File: config.mk
export PLATFORM = sky130hd
export DESIGN_NAME = whdt_hash
export DESIGN_NICKNAME = d
export VERILOG_FILES = /design/src/rtl/whdt_pkg.sv /design/src/rtl/whdt_hash.sv
export SDC_FILE = /design/constraint.sdc
export NUM_CORES = 1
export LEC_CHECK = 0
export BUFFER_PORTS_ARGS = -buffer_cell sky130_fd_sc_hd__buf_2
export CAP_MARGIN = 0
export CORE_MARGIN = 3
export CORE_UTILIZATION = 45
export DETAILED_ROUTE_END_ITERATION = 16
export GPL_TIMING_DRIVEN = 0
export SLEW_MARGIN = 20
export SYNTH_ARGS = -nofsm -noshare
export SYNTH_HDL_FRONTEND = slang
export SYNTH_SLANG_ARGS = --single-unit
File: constraint.sdc
create_clock -name clk -period 12.5 [get_ports clk]
set_input_delay 3.75 -clock clk [delete_from_list [all_inputs] [get_ports clk]]
set_output_delay 3.75 -clock clk [all_outputs]
set_load 0.005 [all_outputs]
File: src/rtl/whdt_pkg.sv
// ----------------------------------------------------------------------------
// whdt_pkg: shared definitions for the word hash dedup table
// Sizes, status codes and the packed payload types used across the block.
// ----------------------------------------------------------------------------
package whdt_pkg;

	localparam int TABLE_DEPTH  = 1024;
	localparam int MAX_WORD_LEN = 256;

	localparam int HASH_W   = 64;
	localparam int CHAR_W   = 8;
	localparam int STATUS_W = 2;
	localparam int FILL_W   = 11;
	localparam int SHIFT_W  = 5;
	localparam int ADDR_W   = $clog2(TABLE_DEPTH);
	localparam int CNT_W    = $clog2(TABLE_DEPTH + 1);
	localparam int POS_W    = $clog2(MAX_WORD_LEN + 1);

	localparam logic [STATUS_W-1:0] STATUS_OK   = 2'd0;
	localparam logic [STATUS_W-1:0] STATUS_FULL = 2'd1;
	localparam logic [STATUS_W-1:0] STATUS_LONG = 2'd2;

	localparam logic KIND_INSERT = 1'b0;
	localparam logic KIND_LOOKUP = 1'b1;

	typedef struct packed {
		logic              kind;
		logic [CHAR_W-1:0] char_code;
		logic              char_last;
	} item_t;

	typedef struct packed {
		logic [HASH_W-1:0]   hash_value;
		logic                was_present;
		logic                inserted;
		logic [STATUS_W-1:0] status;
		logic [FILL_W-1:0]   fill_count;
	} result_t;

	// Finished word handed from the hash unit to the table scanner.
	typedef struct packed {
		logic [HASH_W-1:0] hash;
		logic              kind;
		logic              overlong;
	} word_t;

endpackage

File: src/rtl/whdt_hash.sv
// ----------------------------------------------------------------------------
// whdt_hash: per-character hash accumulator
// Folds one character per cycle, when step is high, into the running
// hash and hands the finished word to the scanner at the last character.
// ----------------------------------------------------------------------------
module whdt_hash
	import whdt_pkg::*;
(
	input  logic              clk,
	input  logic              arst_n,
	input  logic              step,
	input  item_t             item,
	input  logic [HASH_W-1:0] seed,
	output logic              word_valid,
	output word_t             word
);

	logic [HASH_W-1:0]       acc_q;
	logic [POS_W-1:0]        pos_q;
	logic                    ovl_q;
	logic                    word_valid_q;
	word_t                   word_q;

	logic [HASH_W-1:0]       acc_base;
	logic [HASH_W-1:0]       acc_next;
	logic [POS_W+CHAR_W-1:0] prod;
	logic [SHIFT_W-1:0]      sh;
	logic                    too_long;

	assign too_long = (pos_q >= POS_W'(MAX_WORD_LEN));
	assign acc_base = (pos_q == '0 && !ovl_q) ? seed : acc_q;
	assign prod     = (POS_W+CHAR_W)'(pos_q) * (POS_W+CHAR_W)'(item.char_code);
	assign sh       = SHIFT_W'(pos_q);

	always_comb begin
		if (too_long) begin
			acc_next = acc_base;
		end else begin
			acc_next = acc_base + HASH_W'(prod) + (HASH_W'(1) << sh);
		end
	end

	always_ff @(posedge clk or negedge arst_n) begin
		if (!arst_n) begin
			pos_q        <= '0;
			ovl_q        <= 1'b0;
			word_valid_q <= 1'b0;
		end else begin
			word_valid_q <= step && item.char_last;
			if (step) begin
				if (item.char_last) begin
					pos_q <= '0;
					ovl_q <= 1'b0;
				end else if (too_long) begin
					ovl_q <= 1'b1;
				end else begin
					pos_q <= pos_q + POS_W'(1);
				end
			end
		end
	end

	always_ff @(posedge clk) begin
		if (step) begin
			acc_q <= acc_next;
			if (item.char_last) begin
				word_q.hash     <= acc_next;
				word_q.kind     <= item.kind;
				word_q.overlong <= ovl_q || too_long;
			end
		end
	end

	assign word_valid = word_valid_q;
	assign word       = word_q;

endmodule

==> impl_metrics.yaml <==
die:
  core_sq_um: 24600
  dieArea_sq_um: 27300
  initial_utilization: 0.463
  rows: 57
  io_pins: 144
  fp.dieW_um: 165
  die_h_um: 165
sta:
  tightestPinTransition_ns: 0.981
  hold_viol: 0
  period_share: 0.753
  rsz0062_at_grt: "false"
  max_freq_ghz: 0.106
  slew_viol_final: 0
  finalClockSkew_ns: 0.00926
  min_period_ns: 9.42
  setup_viol_count_final: 0
  tns_ns: 0
  slew_headroom: 0.346
outcome:
  outcome: "complete, no violations"
layout:
  final_cell_mix: "nand2_1 (195), buf_2 (152), edfxtp_1 (130), inv_1 (104), ha_1 (80)"
  final_common_cell: "nand2_1"
  fillers: 2291
  layout-drive-gt1-share: 0.165
  antennaDiodeCount: 0
  final_util: 0.534
  area_growth_pct: 15.3
  stdcell_count: 1653
  nets: 1546
clock_network:
  htree_num_levels: 4
  post_cts_buffers: 0
  cts.clk_slew.worst_paths_ns: 0.07
  clock_latency_ns: 0.43
  cts.repair.resized: 0
  ctsHoldBuffers: 0
  cts_tree: "yes"
  clockRootBuffer: "clkbuf_16"
  clockBufferDepth: 2
  cts-buffers-inserted: 17
  cts_num_sinks: 141
placed_design:
  hpwlAfterDp_um: 23600
  gp_congestion: 0.929
  place_inst: 1621
  io_buffers: 141
grt:
  grt_usage: 0.233
  grt-ovfl-total: 0
  grt_antenna_before_repair: 0
  grt_pass1_vias: 8940
  grt_pass1_wl_um: 48600
  grt_max_degree: 55
logic_synthesis:
  avgSynthCellArea_sq_um: 9.88
  yosys_warnings: 0
  synth_top_area_share: 0.342
  syn-num-nets: 1384
  yosys.area.top_type: "edfxtp_1"
  yosys-top-cells-area: "edfxtp_1 (34%), fa_1 (13%), ha_1 (8.8%)"
  async_flop_share: 0.0780
  syn_inst: 1154
  seq_area_frac_synth: 0.366
  synth_area_sq_um: 11400
  synth-seq-cells: 141
  synthFlopType: "edfxtp_1"
  synth-edff-count: 130
  synth_cell_type_count: 63
detailed_routing:
  antenna_left: 0
  drt_iter0_drc: 726
  wirelength_um: 30900
  vias: 8873
  wl_per_cell_um: 18.7
  drt_first_pass_iters: 6
  drc: 0
  vias_per_cell: 5.37
critical_path:
  worst_setup_path_start_kind: "input port"
  worst_path_max_delay_cell: "fa_1"
  critPathKind: "in -> reg"
  crit_required_ns: 12.68
  path_common_cell: "fa_1"
  path_max_fanout: 9
  endpoint_kind: "flip-flop"
  cpPeakStageDelay_ns: 0.53
  cp_cell_sequence: "clkbuf_1 -> nand2_1 -> fa_1 -> inv_1 -> fa_1 -> inv_1 -> fa_1 -> inv_1 -> fa_1 -> fa_1 -> ha_1 -> nand4b_1 -> a21oi_2 -> a31oi_1 -> nor3_2 -> o21ai_1 -> a21oi_1 -> nand4_1 -> xnor2_1 -> mux2_2"
  cp.arrival_ns: 9.60
power_and_ir_drop:
  p_per_area_nw_per_um2: 163
  finalPower_mw: 2.15
  peakVddDrop_v: 0.0000867
  power.leakage_nw: 5.74
job:
  maxCapViolCount: 0
hold_path:
  hold_path.class: "reg -> reg"
## layout make-up
| type | count | area, sq um | area share |
|---|---|---|---|
| plain buffers | 52 | 236 | 0.0180 |
| clock buffers | 18 | 429 | 0.0326 |
| clock inverters | 14 | 153 | 0.0116 |
| inverters | 104 | 390 | 0.0297 |
| multi-input cells | 857 | 6600 | 0.502 |
| flip-flops and latches | 141 | 4180 | 0.318 |
| well taps | 324 | 405 | 0.0308 |
| repair buffers | 143 | 756 | 0.0575 |
## metrics by stage
stage | hold WS (ns) | worst slack (ns) | cell area, sq um
6_report | 0.509 | 3.08 | 13200
5_1_grt | 0.538 | 2.66 | 13200
4_1_cts | 0.513 | 3.07 | 13200
3_5_place_dp | 0.491 | 2.64 | 12600
3_3_place_gp | 0.488 | 2.68 | 12500
2_1_floorplan | 0.463 | 3.50 | 11400
## report_power, final
| group | switching [mW] | internal [mW] | leakage (nW) | total [mW] |
|---|---|---|---|---|
| Combinational | 0.552 | 0.347 | 4.06 | 0.899 |
| Clock | 0.238 | 0.283 | 0.281 | 0.521 |
| Sequential | 0.0457 | 0.680 | 1.40 | 0.726 |
## critical path, delay by kind of cell
family	cells	cell delay (ns)
and+or+nand+nor	4	0.77
buffers and inverters	4	0.52
adders and majority gates	6	2.84
muxes	1	0.27
AOI/OAI and AO/OA	4	1.28
xor gates and xnor gates	1	0.15
## state kept, by name (all words and copies together), names as in the netlist
| register | count |
|---|---|
| pos_q | 9 |
| ovl_q | 1 |
| word_valid | 1 |
| word | 66 |
| acc_q | 64 |
## cell usage after synthesis, drive strengths merged (2+ instances only)
| cell | instances |
|---|---|
| o211ai | 5 |
| o21ai | 56 |
| o22ai | 2 |
| nor4b | 3 |
| nor2 | 57 |
| dfrtp | 11 |
| a31oi | 9 |
| and3 | 15 |
| o21bai | 4 |
| o21a | 6 |
| a211o | 3 |
| o31ai | 2 |
| a221o | 2 |
| fa | 73 |
| a21oi | 51 |
| nor4 | 3 |
| o311ai | 2 |
| buf | 21 |
| edfxtp | 130 |
| clkbuf | 31 |
| nand2 | 195 |
| xnor2 | 42 |
| or3 | 3 |
| nand3 | 42 |
| and2 | 44 |
| nor2b | 7 |
| mux2i | 35 |
| nor3 | 25 |
| nand2b | 5 |
| nand4 | 17 |
| xor2 | 27 |
| nor3b | 4 |
| mux2 | 5 |
| a21o | 14 |
| inv | 104 |
| a211oi | 3 |
| ha | 80 |
| a41oi | 5 |
## final timing paths
check | from | endpoint | slack, ns | cells after the start
setup / recovery | item[1] | acc_q[43]$_DFFE_PP_ | 3.08 | 20
hold / removal | ovl_q$_DFFE_PN0P_ | ovl_q$_DFFE_PN0P_ | 0.51 | 2
setup reg to reg | pos_q[1]$_DFFE_PN0P_ | word[48]$_DFFE_PP_ | 3.22 | 30
hold reg to reg | ovl_q$_DFFE_PN0P_ | ovl_q$_DFFE_PN0P_ | 0.51 | 2
max in group asynchronous | arst_n | pos_q[2]$_DFFE_PN0P_ | 9.07 | 1
min in group asynchronous | arst_n | pos_q[1]$_DFFE_PN0P_ | 3.19 | 1
## cell families (layout without fill, tap and decap cells)
| logic type | count (synthesis) | in the layout | share of synthesized area |
|---|---|---|---|
| flip-flops | 141 | 141 | 0.366 |
| XOR/XNOR | 69 | 69 | 0.0530 |
| buffers and inverters | 156 | 331 | 0.0546 |
| AND/OR/NAND/NOR | 423 | 423 | 0.179 |
| adder cells (fa/ha/maj) | 153 | 153 | 0.216 |
| AO/OA/AOI/OAI | 172 | 172 | 0.0952 |
| multiplexers | 40 | 40 | 0.0357 |
## per-layer routing
metal  part of all wire  up-vias  track usage
met5             0.0035        -       0.0303
met4              0.014        2       0.0553
met3              0.061       28       0.0317
met2               0.46      299        0.375
met1               0.46     4256        0.333
li1                   -     4288            -
(Power assumes the default switching activity.)
