===== config.mk =====
export PLATFORM = sky130hd
export DESIGN_NAME = whdt_scan
export DESIGN_NICKNAME = d
export VERILOG_FILES = /design/src/rtl/whdt_pkg.sv /design/src/rtl/whdt_scan.sv
export SDC_FILE = /design/constraint.sdc
export NUM_CORES = 1
export LEC_CHECK = 0
export BUFFER_PORTS_ARGS = -buffer_cell sky130_fd_sc_hd__buf_2
export CAP_MARGIN = 40
export CORE_ASPECT_RATIO = 0.8
export CORE_UTILIZATION = 43
export CTS_CLUSTER_SIZE = 30
export DETAILED_ROUTE_END_ITERATION = 8
export PLACE_DENSITY_LB_ADDON = 0.1
export SKIP_CTS_REPAIR_TIMING = 1
export SLEW_MARGIN = 30
export SYNTH_ARGS = -nofsm -noshare
export SYNTH_HDL_FRONTEND = slang
export SYNTH_SLANG_ARGS = --single-unit

===== constraint.sdc =====
create_clock -name clk -period 2.8 [get_ports clk]
set_clock_uncertainty 0.15 [all_clocks]
set_input_delay 0.56 -clock clk [delete_from_list [all_inputs] [get_ports clk]]
set_output_delay 0.56 -clock clk [all_outputs]
set_load 0.03 [all_outputs]

===== src/rtl/whdt_pkg.sv =====
// ----------------------------------------------------------------------------
// whdt_pkg: shared definitions for the word hash dedup table
// Sizes, status codes and the packed payload types used across the block.
// ----------------------------------------------------------------------------
package whdt_pkg;

	localparam int TABLE_DEPTH  = 1024;
	localparam int MAX_WORD_LEN = 256;

	localparam int HASH_W   = 64;
	localparam int CHAR_W   = 8;
	localparam int STATUS_W = 2;
	localparam int FILL_W   = 11;
	localparam int SHIFT_W  = 5;
	localparam int ADDR_W   = $clog2(TABLE_DEPTH);
	localparam int CNT_W    = $clog2(TABLE_DEPTH + 1);
	localparam int POS_W    = $clog2(MAX_WORD_LEN + 1);

	localparam logic [STATUS_W-1:0] STATUS_OK   = 2'd0;
	localparam logic [STATUS_W-1:0] STATUS_FULL = 2'd1;
	localparam logic [STATUS_W-1:0] STATUS_LONG = 2'd2;

	localparam logic KIND_INSERT = 1'b0;
	localparam logic KIND_LOOKUP = 1'b1;

	typedef struct packed {
		logic              kind;
		logic [CHAR_W-1:0] char_code;
		logic              char_last;
	} item_t;

	typedef struct packed {
		logic [HASH_W-1:0]   hash_value;
		logic                was_present;
		logic                inserted;
		logic [STATUS_W-1:0] status;
		logic [FILL_W-1:0]   fill_count;
	} result_t;

	// Finished word handed from the hash unit to the table scanner.
	typedef struct packed {
		logic [HASH_W-1:0] hash;
		logic              kind;
		logic              overlong;
	} word_t;

endpackage


===== src/rtl/whdt_scan.sv =====
// ----------------------------------------------------------------------------
// whdt_scan: table scan sequencer
// Walks the filled entries one per cycle through a single comparator and
// appends the hash when an insert finds no match and the table has room.
// ----------------------------------------------------------------------------
module whdt_scan
	import whdt_pkg::*;
(
	input  logic              clk,
	input  logic              arst_n,
	input  logic              word_valid,
	input  word_t             word,
	output logic              rd_en,
	output logic [ADDR_W-1:0] rd_addr,
	input  logic [HASH_W-1:0] rd_data,
	output logic              wr_en,
	output logic [ADDR_W-1:0] wr_addr,
	output logic [HASH_W-1:0] wr_data,
	output logic              busy,
	output logic              result_valid,
	output result_t           result
);

	localparam logic ST_IDLE = 1'b0;
	localparam logic ST_SCAN = 1'b1;

	logic             state_q;
	logic [CNT_W-1:0] count_q;
	logic [CNT_W-1:0] rd_idx_q;
	logic             pend_q;
	logic             res_valid_q;
	result_t          res_q;

	logic             match;
	logic             finish;
	logic             do_insert;
	logic             room;

	assign match     = (state_q == ST_SCAN) && pend_q && (rd_data == word.hash);
	assign finish    = (state_q == ST_SCAN) && (match || rd_idx_q == count_q);
	assign room      = (count_q < CNT_W'(TABLE_DEPTH));
	assign do_insert = finish && !match && (word.kind == KIND_INSERT) && room;

	assign rd_en   = (state_q == ST_SCAN) && (rd_idx_q < count_q) && !match;
	assign rd_addr = rd_idx_q[ADDR_W-1:0];
	assign wr_en   = do_insert;
	assign wr_addr = count_q[ADDR_W-1:0];
	assign wr_data = word.hash;

	always_ff @(posedge clk or negedge arst_n) begin
		if (!arst_n) begin
			state_q     <= ST_IDLE;
			count_q     <= '0;
			rd_idx_q    <= '0;
			pend_q      <= 1'b0;
			res_valid_q <= 1'b0;
		end else begin
			res_valid_q <= 1'b0;
			case (state_q)
				ST_IDLE: begin
					if (word_valid) begin
						if (word.overlong) begin
							res_valid_q <= 1'b1;
						end else begin
							state_q  <= ST_SCAN;
							rd_idx_q <= '0;
							pend_q   <= 1'b0;
						end
					end
				end
				ST_SCAN: begin
					pend_q <= rd_en;
					if (rd_en) begin
						rd_idx_q <= rd_idx_q + CNT_W'(1);
					end
					if (finish) begin
						state_q     <= ST_IDLE;
						res_valid_q <= 1'b1;
						if (do_insert) begin
							count_q <= count_q + CNT_W'(1);
						end
					end
				end
				default: begin
					state_q <= ST_IDLE;
				end
			endcase
		end
	end

	always_ff @(posedge clk) begin
		if (state_q == ST_IDLE && word_valid && word.overlong) begin
			res_q.hash_value  <= word.hash;
			res_q.was_present <= 1'b0;
			res_q.inserted    <= 1'b0;
			res_q.status      <= STATUS_LONG;
			res_q.fill_count  <= FILL_W'(count_q);
		end else if (finish) begin
			res_q.hash_value  <= word.hash;
			res_q.was_present <= match;
			res_q.inserted    <= do_insert;
			res_q.status      <= (!match && word.kind == KIND_INSERT && !room) ?
				STATUS_FULL : STATUS_OK;
			res_q.fill_count  <= do_insert ? FILL_W'(count_q + CNT_W'(1)) : FILL_W'(count_q);
		end
	end

	assign busy         = (state_q != ST_IDLE);
	assign result_valid = res_valid_q;
	assign result       = res_q;

endmodule


==> flow_summary.json <==
{
  "antenna_found_initial": 0,
  "tightest_slew_ps": 640,
  "min_path_type": "in2async",
  "leakage_uw": 0.00405,
  "overflow": 0,
  "p_per_area_nw_per_um2": 475,
  "synth.area.top_cells": "edfxtp_1 36%, buf_4 11%, dfrtp_1 10%, xnor2_1 7.9%, and2_1 6.3%",
  "min_period_ps": 3090,
  "dieHeight_um": 110,
  "ir_drop_mv": 0.340,
  "setup.worst_path.start_class": "input pin",
  "grt_pass1_vias": 5144,
  "synth-seq-cells": 104,
  "wl_mm": 19.0,
  "pin_count": 300,
  "critPathBufInv": 3,
  "total_power_uw": 4180,
  "crit_family": "simple AND/OR/NAND/NOR gates",
  "clkTransAtPathRegs_ps": 70,
  "hold_violations": 0,
  "yosys_warnings": 0,
  "cp.required_ps": 2090,
  "end_kind": "primary output",
  "syn2layout_area_growth_pct": 41.3,
  "synthFlopType": "edfxtp_1",
  "yosys-top-cells-count": "90 x buf_4, 75 x edfxtp_1, 63 x and2_1",
  "path_cells": "buf_2 -> xor2_1 -> or4_1 -> nor4_4 -> nand4_4 -> o21ai_4 -> inv_2 -> buf_6",
  "ff2ff_setup_slack_ps": 170,
  "firstDrtPassIters": 4,
  "cts_tree": "yes",
  "cts_num_sinks": 104,
  "avgViaCountPerCell": 4.98,
  "rsz0062_at_grt": "yes",
  "critPathMaxStageDelay_ps": 620,
  "cp.arrival_ps": 2380,
  "cp_slowest_cell": "or4_1",
  "core_um2": 13800,
  "synth_top_area_share_pct": 36.2,
  "synth_top_area_cell": "edfxtp_1",
  "cts_buffers": 9,
  "synthArstFlopShare_pct": 24.0,
  "fin_ws_ps": -295,
  "antenna_cells": 0,
  "wl_per_cell_um": 17.1,
  "fill_cells": 1209,
  "timing.final.crit_share_pct": 111,
  "port_buffers": 299,
  "cp_max_fo": 4,
  "critPathKind": "in2out",
  "final_nets": 1071,
  "track_usage_pct": 24.4,
  "maxCapViolations": 0,
  "die_w_um": 137,
  "finalSetupViolCount": 14,
  "reg2reg_to": "result[4]",
  "final_area_um2": 8790,
  "vias": 5531,
  "reg2reg_from": "count_q[9]",
  "synth_cell_types": 51,
  "place_area_um2": 8180,
  "hpwl_mm": 14.8,
  "ff2ff_path_depth": 8,
  "violations": "setup timing",
  "dieArea_um2": 15000,
  "relSlewSlack_pct": 57.3,
  "rows": 38,
  "clockBufferDepth": 2,
  "start_util_pct": 45.0,
  "outcome": "finished, violations left",
  "max_freq_ghz": 0.323,
  "synth_edf_count": 75,
  "finish.utilization_pct": 63.5,
  "gp_congestion": 0.913,
  "syn_nets": 730,
  "grt_first_pass_wirelength_mm": 27.0,
  "drive_gt1_share_pct": 51.1,
  "grt_max_degree": 44,
  "clkLatencyLatePin_ps": 350,
  "cts_max_level": 3,
  "cts-root-buf": "clkbuf_16",
  "netlist_area_um2": 6220,
  "first_iter_violations": 261,
  "synth_cells": 584,
  "ys_seq_area_share_pct": 47.5,
  "syn_area_per_cell_um2": 10.7,
  "ant_nets": 0,
  "synth.most_common_cell": "buf_4",
  "drc": 0,
  "drv_slew": 0,
  "finalSetupTns_ps": -1030
}
==> cells by family (layout without fill, tap and decap cells) <==
logic type	after synthesis	after routing	synth area share, %
AO/OA/AOI/OAI	58	58	6.47
XOR/XNOR	74	74	10.4
adder cells (fa/ha/maj)	13	13	2.61
buffers and inverters	122	468	12.9
flip-flops	104	104	47.5
multiplexers	10	10	1.63
AND/OR/NAND/NOR	203	203	18.5
==> placed cells by master, fill, tap and decap left out, types with 3 or more instances in the layout <==
cell	netlist	final
a22o_1	9	9
xnor2_1	56	53
buf_6	0	3
edfxtp_1	75	75
xor2_1	18	17
o2111ai_1	3	3
a211oi_1	4	4
mux2i_1	9	9
or4_1	6	4
dfxtp_1	4	4
clkinv_4	0	3
o211ai_1	4	4
or2_2	3	3
nand4_1	27	27
ha_1	13	13
nand2b_1	6	6
xnor2_2	0	3
nor3_1	10	8
nand2_1	33	33
buf_4	90	119
clkbuf_16	0	12
dfrtp_1	25	25
nand3_1	11	10
o21ai_0	20	18
nor4_2	1	4
clkinvlp_4	0	4
buf_2	4	298
nor4_1	10	5
and3_1	3	3
and2_1	63	63
nor2_1	20	18
nor3_2	1	3
a21oi_1	4	4
inv_1	22	22
==> layout make-up <==
class / instances / area, um2 / area share (%)
flip-flops and latches: 104 / 2960 / 33.6
multi-input cells: 358 / 2610 / 29.7
repair buffers: 427 / 2590 / 29.4
clock buffers: 10 / 239 / 2.72
well taps: 180 / 225 / 2.56
inverters: 24 / 95.1 / 1.08
clock inverters: 6 / 68.8 / 0.783
repair inverters: 1 / 8.76 / 0.0996
==> stage by stage <==
stage / worst slack, ps / hold slack [ps] / cells
after floorplan: -32.7 / 114 / 584
after CTS: -446 / 72.9 / 1101
after global routing: -329 / 116 / 1110
final: -295 / 77.2 / 1110
after detailed placement: -437 / 291 / 1085
after global placement: -439 / 283 / 1085
==> per-layer routing <==
layer  routed length, um  global-route usage, %  vias to the layer above
met3                1330                   5.44                       21
met1                7970                   29.9                     2601
met2                9400                   43.0                      254
li1                    -                      -                     2655
met5                   0                      0                        -
met4                 274                   6.83                        0
==> where the power goes <==
group | internal, uW | switching (uW) | total (uW)
Combinational | 471 | 655 | 1130
Clock | 720 | 585 | 1300
Sequential | 1690 | 58.2 | 1750
Total | 2880 | 1300 | 4180
==> how the worst max path moves through the flow <==
stage           startpoint        end  slack (ps)  cells after the start
2_1_floorplan  rd_data[42]  result[0]         -30                      8
3_3_place_gp   rd_data[42]      rd_en        -440                      8
3_5_place_dp   rd_data[20]      wr_en        -440                      8
4_1_cts        rd_data[42]      rd_en        -450                      8
5_1_grt           word[39]      rd_en        -330                      8
6_report          word[39]      rd_en        -290                      8
==> flip-flops by register name (all words and copies together) (netlist names) <==
register	count
result	79
result_valid	1
count_q	11
busy	1
rd_idx_q	11
pend_q	1
(Power assumes the default switching activity.)
